[src/sv/bsm_pkg.sv]
// Package for the bank-switching mapper with scanline interrupt counter.
// Holds the item codes, the register decode codes and the result struct.
// No dependencies.
package bsm_pkg;

  // Kind of item presented on the input channel.
  typedef enum logic [1:0] {
    ACT_CPU_WRITE = 2'd0,
    ACT_SCANLINE  = 2'd1,
    ACT_PRG_LOOK  = 2'd2,
    ACT_CHR_LOOK  = 2'd3
  } action_e;

  // CPU register decode: address bits 14:13 and bit 0, with bit 15 set.
  typedef enum logic [2:0] {
    REG_BANK_SELECT = 3'b000,
    REG_BANK_DATA   = 3'b001,
    REG_MIRROR      = 3'b010,
    REG_IRQ_LATCH   = 3'b100,
    REG_IRQ_CLEAR   = 3'b101,
    REG_IRQ_DISABLE = 3'b110,
    REG_IRQ_ENABLE  = 3'b111
  } reg_sel_e;

  localparam int unsigned BankW     = 8;
  localparam int unsigned BankRegs  = 8;
  localparam int unsigned CountW    = 9;
  localparam int unsigned PrgSwapBit = 6;
  localparam int unsigned ChrSwapBit = 7;
  localparam logic [CountW-1:0] CountReset = 9'd32;

  typedef struct packed {
    logic [BankW-1:0] bank_number;
    logic             irq_line;
    logic             mirror_horizontal;
  } result_t;

endpackage

[src/sv/bsm_core.sv]
// Mapper state and the single-pass logic that applies one beat to it.
// Depends on bsm_pkg.
module bsm_core (
  input  logic                          clk_i,
  input  logic                          rst_ni,
  input  logic                          step_i,
  input  logic [1:0]                    action_i,
  input  logic [15:0]                   address_i,
  input  logic [7:0]                    data_i,
  input  logic                          cfg_we_i,
  input  logic [bsm_pkg::CountW-1:0]    cfg_wdata_i,
  output bsm_pkg::result_t              result_o
);
  import bsm_pkg::*;

  logic [BankW-1:0]  bank_regs_q [BankRegs];
  logic [BankW-1:0]  bank_select_q, bank_select_d;
  logic              mirror_q, mirror_d;
  logic              irq_en_q, irq_en_d;
  logic [BankW-1:0]  irq_reload_q, irq_reload_d;
  logic [BankW-1:0]  irq_count_q, irq_count_d;
  logic              irq_pend_q, irq_pend_d;
  logic [CountW-1:0] bank_count_q;

  logic              bank_we;
  logic [2:0]        bank_widx;
  logic [BankW-1:0]  bank_out;
  logic [BankW-1:0]  prg_last, prg_second;
  logic [2:0]        chr_unit;
  logic [2:0]        chr_idx;
  logic [BankW-1:0]  chr_reg;
  reg_sel_e          reg_sel;

  assign reg_sel    = reg_sel_e'({address_i[14:13], address_i[0]});
  assign bank_widx  = bank_select_q[2:0];
  assign prg_last   = bank_count_q[BankW-1:0] - 8'd1;
  assign prg_second = bank_count_q[BankW-1:0] - 8'd2;
  assign chr_unit   = address_i[12:10] ^ {bank_select_q[ChrSwapBit], 2'b00};
  assign chr_idx    = chr_unit[2] ? (3'd2 + {1'b0, chr_unit[1:0]}) : {2'b00, chr_unit[1]};
  assign chr_reg    = bank_regs_q[chr_idx];

  always_comb begin
    bank_select_d = bank_select_q;
    mirror_d      = mirror_q;
    irq_en_d      = irq_en_q;
    irq_reload_d  = irq_reload_q;
    irq_count_d   = irq_count_q;
    irq_pend_d    = irq_pend_q;
    bank_we       = 1'b0;
    bank_out      = '0;
    case (action_e'(action_i))
      ACT_CPU_WRITE: begin
        if (address_i[15]) begin
          unique case (reg_sel)
            REG_BANK_SELECT: bank_select_d = data_i;
            REG_BANK_DATA:   bank_we       = 1'b1;
            REG_MIRROR:      mirror_d      = data_i[0];
            REG_IRQ_LATCH:   irq_reload_d  = data_i;
            REG_IRQ_CLEAR:   irq_count_d   = '0;
            REG_IRQ_DISABLE: begin
              irq_en_d   = 1'b0;
              irq_pend_d = 1'b0;
            end
            REG_IRQ_ENABLE:  irq_en_d      = 1'b1;
            default: ;
          endcase
        end
      end
      ACT_SCANLINE: begin
        irq_count_d = (irq_count_q == '0) ? irq_reload_q : irq_count_q - 8'd1;
        if (irq_en_q && (irq_count_d == '0)) begin
          irq_pend_d = 1'b1;
        end
      end
      ACT_PRG_LOOK: begin
        case (address_i[14:13])
          2'd0:    bank_out = bank_select_q[PrgSwapBit] ? prg_second : bank_regs_q[6];
          2'd1:    bank_out = bank_regs_q[7];
          2'd2:    bank_out = bank_select_q[PrgSwapBit] ? bank_regs_q[6] : prg_second;
          default: bank_out = prg_last;
        endcase
      end
      default: begin
        // A 2KB window forces the low bit from the unit within the window.
        bank_out = chr_unit[2] ? chr_reg : {chr_reg[BankW-1:1], chr_unit[0]};
      end
    endcase
  end

  assign result_o.bank_number       = bank_out;
  assign result_o.irq_line          = irq_pend_d;
  assign result_o.mirror_horizontal = mirror_d;

  always_ff @(posedge clk_i or negedge rst_ni) begin
    if (!rst_ni) begin
      for (int i = 0; i < BankRegs; i++) begin
        bank_regs_q[i] <= '0;
      end
      bank_select_q <= '0;
      mirror_q      <= 1'b1;
      irq_en_q      <= 1'b0;
      irq_reload_q  <= '0;
      irq_count_q   <= '0;
      irq_pend_q    <= 1'b0;
      bank_count_q  <= CountReset;
    end else begin
      if (cfg_we_i) begin
        bank_count_q <= cfg_wdata_i;
      end
      if (step_i) begin
        if (bank_we) begin
          bank_regs_q[bank_widx] <= data_i;
        end
        bank_select_q <= bank_select_d;
        mirror_q      <= mirror_d;
        irq_en_q      <= irq_en_d;
        irq_reload_q  <= irq_reload_d;
        irq_count_q   <= irq_count_d;
        irq_pend_q    <= irq_pend_d;
      end
    end
  end

endmodule

[src/sv/bank_switch_mapper_scanline_irq_unit.sv]
// Top level of the bank-switching mapper with scanline interrupt counter.
// Holds the input and result registers; depends on bsm_pkg and bsm_core.
//
// Usage: each beat on the input channel is one of four items, chosen by
// action_i: a CPU register write (address_i, data_i), a scanline tick, a
// PRG lookup or a CHR lookup (address_i). Every input beat yields exactly
// one result beat carrying the resolved bank (zero for writes and ticks),
// the interrupt request level and the mirroring flag after that item.
// The accepting edge loads the input register; once the result slot is free
// or being emptied, an edge carries the item through the mapper logic into
// the result register. Throughput is one item per cycle while the receiver
// does not stall; the mapper state in bsm_core is updated as each item moves
// into the result register. When the receiver stalls, the result register
// holds, the input register takes one more beat, and then input ready drops
// until the result is taken. The user must write the bank count through
// cfg_we_i / cfg_wdata_i only while the block is idle; the block does not
// enforce this. Reset empties both registers, clears the bank registers and
// interrupt state, selects horizontal mirroring, sets the bank count to 32.
module bank_switch_mapper_scanline_irq_unit (
  input  logic                       clk_i,
  input  logic                       rst_ni,
  input  logic                       in_valid_i,
  output logic                       in_ready_o,
  input  logic [1:0]                 action_i,
  input  logic [15:0]                address_i,
  input  logic [7:0]                 data_i,
  output logic                       out_valid_o,
  input  logic                       out_ready_i,
  output logic [7:0]                 bank_number_o,
  output logic                       irq_line_o,
  output logic                       mirror_horizontal_o,
  input  logic                       cfg_we_i,
  input  logic [bsm_pkg::CountW-1:0] cfg_wdata_i
);
  import bsm_pkg::*;

  // Input register: control bit with reset, payload without.
  logic        in_valid_q;
  logic [1:0]  action_q;
  logic [15:0] address_q;
  logic [7:0]  data_q;

  // Result register.
  logic        out_valid_q;
  result_t     result_q;
  result_t     result_d;

  // The item in the input register advances when the result slot is free
  // or is being emptied in this cycle.
  logic advance;
  logic in_take;

  assign advance    = in_valid_q && (!out_valid_q || out_ready_i);
  assign in_ready_o = !in_valid_q || advance;
  assign in_take    = in_valid_i && in_ready_o;

  bsm_core u_core (
    .clk_i       (clk_i),
    .rst_ni      (rst_ni),
    .step_i      (advance),
    .action_i    (action_q),
    .address_i   (address_q),
    .data_i      (data_q),
    .cfg_we_i    (cfg_we_i),
    .cfg_wdata_i (cfg_wdata_i),
    .result_o    (result_d)
  );

  always_ff @(posedge clk_i or negedge rst_ni) begin
    if (!rst_ni) begin
      in_valid_q  <= 1'b0;
      out_valid_q <= 1'b0;
    end else begin
      if (in_ready_o) begin
        in_valid_q <= in_valid_i;
      end
      if (advance) begin
        out_valid_q <= 1'b1;
      end else if (out_ready_i) begin
        out_valid_q <= 1'b0;
      end
    end
  end

  always_ff @(posedge clk_i) begin
    if (in_take) begin
      action_q  <= action_i;
      address_q <= address_i;
      data_q    <= data_i;
    end
    if (advance) begin
      result_q <= result_d;
    end
  end

  assign out_valid_o         = out_valid_q;
  assign bank_number_o       = result_q.bank_number;
  assign irq_line_o          = result_q.irq_line;
  assign mirror_horizontal_o = result_q.mirror_horizontal;

endmodule
[config.mk]
export PLATFORM = sky130hd
export DESIGN_NAME = bank_switch_mapper_scanline_irq_unit
export DESIGN_NICKNAME = d
export VERILOG_FILES = /design/src/sv/bsm_pkg.sv /design/src/sv/bsm_core.sv /design/src/sv/bank_switch_mapper_scanline_irq_unit.sv
export SDC_FILE = /design/constraint.sdc
export NUM_CORES = 1
export LEC_CHECK = 0
export BUFFER_PORTS_ARGS = -buffer_cell sky130_fd_sc_hd__buf_2
export CORE_UTILIZATION = 43
export DETAILED_ROUTE_END_ITERATION = 8
export HOLD_SLACK_MARGIN = 0.12
export MAX_ROUTING_LAYER = met4
export SLEW_MARGIN = 20
export SYNTH_ARGS = -nofsm -noshare
export SYNTH_HDL_FRONTEND = slang
export SYNTH_SLANG_ARGS = --single-unit
[constraint.sdc]
create_clock -name clk_i -period 2.4 [get_ports clk_i]
set_input_delay 0.24 -clock clk_i [delete_from_list [all_inputs] [get_ports clk_i]]
set_output_delay 0.24 -clock clk_i [all_outputs]
set_load 0.005 [all_outputs]
# Word level (Yosys, flattened, before mapping)
# Cells that the tools add are included.
# W data, S select, Z words.
[totals]
latchBits = 0
wordCells = 96
output_inout_bits = 12
mem_bits_ro = 0
inputBits = 40
reg_bits = 137
memories = 0
ram_bits = 0
[classes]
shift = 0
eq_ne = 12
n_mul = 0
n_mux = 29
bitwise = 3
reduce_logical = 22
n_addsub = 4
order_cmp = 3
div = 0
[ops]
columns = ["operator", "n"]
rows = [
  ["$bwmux W64", 1],
  ["$mux W8", 8],
  ["$pmux W8 S2", 2],
  ["$bmux W8 S3", 1],
  ["$demux W8 S3", 1],
  ["$pmux W8 S3", 1],
  ["$logic_not A8 Y1", 2],
  ["$reduce_and A4 Y1", 4],
  ["$sub A8 B1 Y8 const B", 2],
  ["$eq A3 B3 Y1 const B", 4],
  ["$mux W1", 12],
  ["$ge A4 B4 Y1 const B", 2],
  ["$not A3 Y4", 2],
  ["$sub A8 B2 Y8 const B", 1],
  ["$reduce_bool A2 Y1", 3],
  ["$eq A2 B1 Y1 const B", 2],
  ["$eq A2 B2 Y1 const B", 2],
  ["$logic_and A1 B1 Y1", 4],
  ["$logic_not A2 Y1", 2],
  ["$lt A4 B1 Y1 const B", 1],
  ["$ne A2 B2 Y1 const B", 2],
  ["$pmux W1 S2", 2],
  ["$add A2 B2 Y3 const A", 1],
  ["$eq A3 B1 Y1 const B", 1],
  ["other kinds (8)", 10],
]

# Logic depth before layout (Yosys ltp)
[depth]
depth_word = 9
ltp_mapped = 8
depth_no_buf = 7

# By module
# Synthesis repeated with hierarchy kept, for this count alone.
[unflattened]
cells_unflattened = 467
area_unflattened_um2 = 6145.9
[by_module_without_submodules]
columns = ["mod", "area_per_inst_um2", "n_inst", "seq_area_each_um2", "cells_per_inst"]
rows = [
  ["bsm_core", 4961.0, 1, 2354.8, 423],
  ["bank_switch_mapper_scanline_irq_unit", 1184.9, 1, 1131.1, 44],
]

# Worst setup path before layout
# No wires, ideal clock.
[synth_path]
kind = "register to register"
startpoint = "reg u_core.bank_count_q[1]"
endpoint = "reg result_q, in the netlist bank_number_o[7] (data pin)"
synth_period_minus_slack_ns = 2.063
setup_slack_ns = 0.337
path_buffers = 0
setup_ns = 0.264
t_arrival_ns = 1.799
path_stages_with_launch = 8
required_time_ns = 2.136
cell_sequence = "dfrtp_1 -> inv_1 -> ha_1 -> or3b_2 -> nor3_1 -> a21bo_2 -> a222oi_1 -> o21ai_0"
[synth_rtl]
columns = ["element", "line_no", "source"]
rows = [
  ["from (decl)", "bsm_core.sv:23", "logic [CountW-1:0] bank_count_q;"],
  ["from (signal assigned)", "bsm_core.sv:105", "bank_count_q <= CountReset;"],
  ["from (signal assigned)", "bsm_core.sv:108", "bank_count_q <= cfg_wdata_i;"],
  ["to (signal assigned)", "bank_switch_mapper_scanline_irq_unit.sv:92", "result_q <= result_d;"],
  ["to (decl)", "bank_switch_mapper_scanline_irq_unit.sv:45", "result_t result_q;"],
]

==> qor.csv <==
metric;value;unit
Final setup viols;0;
main flop type after synthesis;dfrtp_1;
cell count after synthesis;459;
Max-Cap Viols;0;
Final Skew;0.007627;ns
Final #Nets;588;
die width;118.6;µm
synth unique cells;51;
clock slew at the register clock pins of the worst setup and hold paths;0.05;ns
Seq/Total Area, Yosys;54.97;%
pre-CTS WS;0.1484;ns
Final Hold Viols;0;
Clk Latency, worst-skew pair;0.41;ns
hold_buf cts;27;
crit path cell chain;inv_1, ha_1, or3b_2, nor3_1, a21bo_2, a222oi_1, o21ai_0;
Routed WL;13.05;mm
setup ws final;0.1309;ns
kind of critical path;reg -> reg;
row count;42;
IO buf count;41;
GRT overflow;0;
min-delay worst type;in -> reg;
Crit path depth;7;
Synth Area per Inst;12.74;µm²
family with the most delay on the worst path;simple AND/OR/NAND/NOR gates;
number of synthesized flops with an enable pin;27;
number of synthesized register bits;123;
GP Congestion;0.8750;
yosys warns;0;
Starting Density;44.17;%
peak supply drop;522.0;µV
largest fanout on the critical path;5;
CP peak stage delay;0.50;ns
H-tree depth;4;
DR WL/cell;17.78;µm
unrepaired setup endpoints after global routing;false;
share of cells above drive strength 1;38.53;%
clock sinks;123;
Static Leakage;0.003186;µW
# diodes;0;
vias in the first global route;4028;
drt pass-1 iters;5;
synthesized cell area;0.005849;mm²
Routed Antenna Nets;0;
CP startpoint kind;register;
Syn-to-layout area delta;23.42;%
die area;0.01407;mm²
largest net degree at the start of global routing;46;
total track usage;20.89;%
Hold Path Depth;3;
worst path arrival time;2.42;ns
Critical Path RT;2.55;ns
initial antenna violation count;0;
post-DP HPWL;8.655;mm
fraction of registers with async set/reset;78.05;%
fin crit share;94.55;%
fin crit period;2.269;ns
Crit. End Element;register;
clock buffer count from CTS;17;
CTS Buffer Depth;2;
buffer count from post-CTS setup fixing;0;
num ports;52;
maximum clock rate;0.4407;GHz
Via density;5.331;
Final Util;54.52;%
Worst-Margin Slew;0.5794;ns
drt first-iter violations;287;
Via Count;3913;
CTS Root Cell;clkbuf_16;
Net Count, Synth;502;
first-pass GRT wire length;21.49;mm
CP bufs+invs;1;
post-route setup TNS;0;ns
PwrDens;834.2;mW/mm²
Slew headroom;61.21;%
DRC violations left;0;
hold_ws;0.1601;ns
die height;118.6;µm
Core ar.;0.01324;mm²
Gates resized, CTS repair;0;
Fillers;1162;
Max Slew Vio Count;0;
r2r worst-path depth;7;
status;finished, final reports clean;
CTS tree;done;
slowest CP cell;or3b_2;
==> where the power goes <==
group / internal [µW] / switching (µW) / total (µW)
sequential: 2340 / 215 / 2550
clock: 1570 / 907 / 2480
combinational: 470 / 522 / 993
total: 4380 / 1640 / 6020
==> tightest hold or removal path: stages <==
cell and delay [ns]:
buf_2 0.08, nand2b_2 0.15, nand2b_1 0.06
==> logic make-up (layout without fill, tap and decap cells) <==
family / after synthesis / after routing / synth area share, %
XOR/XNOR: 12 / 12 / 1.925
buffers and inverters: 37 / 136 / 2.502
AND/OR/NAND/NOR: 105 / 105 / 10.42
adder cells (fa/ha/maj): 3 / 3 / 0.6418
multiplexers: 104 / 104 / 21.37
flip-flops: 123 / 123 / 54.97
AO/OA/AOI/OAI: 75 / 75 / 8.171
==> through the flow <==
stage	area (µm²)	instances	power, µW
detailed placement	6370	675	3539
finish	7219	734	6022
floorplan	5849	459	3221
CTS	7219	734	6075
global placement	6370	675	3511
global route	7219	734	6325
==> cells in the mapped netlist (3+ instances only) <==
cell      number  area [µm²]
nand2b_1       6       37.54
buf_1          4       15.01
dfrtp_1       94        2352
buf_2          6       30.03
o211ai_1       3       22.52
nand4b_1       3       26.28
or3_1          8       50.05
nor2_1        26       97.59
nor2b_1        3       18.77
nor2_2         6       37.54
a31oi_1       10       62.56
o22ai_1        3       18.77
o21ai_0       26       130.1
ha_1           3       37.54
o221ai_1       3       26.28
nor3_1         6       30.03
inv_1         15       56.30
mux2_2        97        1092
xor2_1         3       26.28
clkbuf_1      12       45.04
a21oi_1        9       45.04
a211o_1        3       26.28
nand3_1        3       15.01
xnor2_1        8       70.07
nand3b_1       4       30.03
edfxtp_1      27       810.8
a211oi_1       5       37.54
nor4_1         3       18.77
nand2_1       21       78.83
mux4_2         7       157.7
==> metal layers <==
metal  routed length [µm]  track usage [%]  part of all wire [%]
met1                 6372            27.59                    49
met2                 6042            31.73                    46
met3                  515            5.695                   3.9
met4                  117            5.696                  0.90
met5                    0                -                     0
==> registers in the layout, summed over array words and instances, names as in the netlist, 2 cells and up <==
signal / cells
action_q: 2
u_core.irq_reload_q: 8
u_core.bank_select_q: 5
data_q: 8
address_q: 7
bank_number_o: 8
u_core.bank_count_q: 8
u_core.bank_regs_q: 62
u_core.irq_count_q: 8
==> cell type report <==
cell class	count	area, µm²	area share, %
clock inverters	12	122.6	1.698
clock buffers	20	456.7	6.326
inverters	15	56.30	0.7799
well taps	176	220.2	3.050
repair buffers	89	660.6	9.151
multi-input cells	299	2487	34.45
flip-flops and latches	123	3216	44.54
==> path summary, 6_finish.rpt <==
kind                                         from                     end  slack, ns
min in group asynchronous                  rst_ni  u_core.bank_regs_q[34]       0.37
max in group asynchronous                  rst_ni   u_core.irq_count_q[6]       1.22
hold reg to reg            u_core.bank_regs_q[50]  u_core.bank_regs_q[50]       0.50
setup reg to reg           u_core.bank_count_q[2]        bank_number_o[7]       0.13
hold / removal                        out_ready_i             out_valid_o       0.16
setup / recovery           u_core.bank_count_q[2]        bank_number_o[7]       0.13
==> cells in the final DEF (no fill, tap or decap), types with 4 or more instances in the layout <==
| cell | count |
|---|---|
| nand2b_1 | 6 |
| buf_4 | 20 |
| a21oi_1 | 9 |
| nor2_2 | 6 |
| inv_1 | 15 |
| nand2_1 | 21 |
| clkbuf_16 | 17 |
| xnor2_1 | 8 |
| dlygate4sd3_1 | 27 |
| nor2_1 | 26 |
| nor3_1 | 6 |
| mux2_2 | 97 |
| mux4_2 | 7 |
| o21ai_0 | 26 |
| nand3b_1 | 4 |
| or3_1 | 8 |
| dfrtp_1 | 94 |
| edfxtp_1 | 27 |
| buf_2 | 40 |
| a211oi_1 | 5 |
| a31oi_1 | 10 |
No activity file was read; power rests on OpenSTA's default activity.
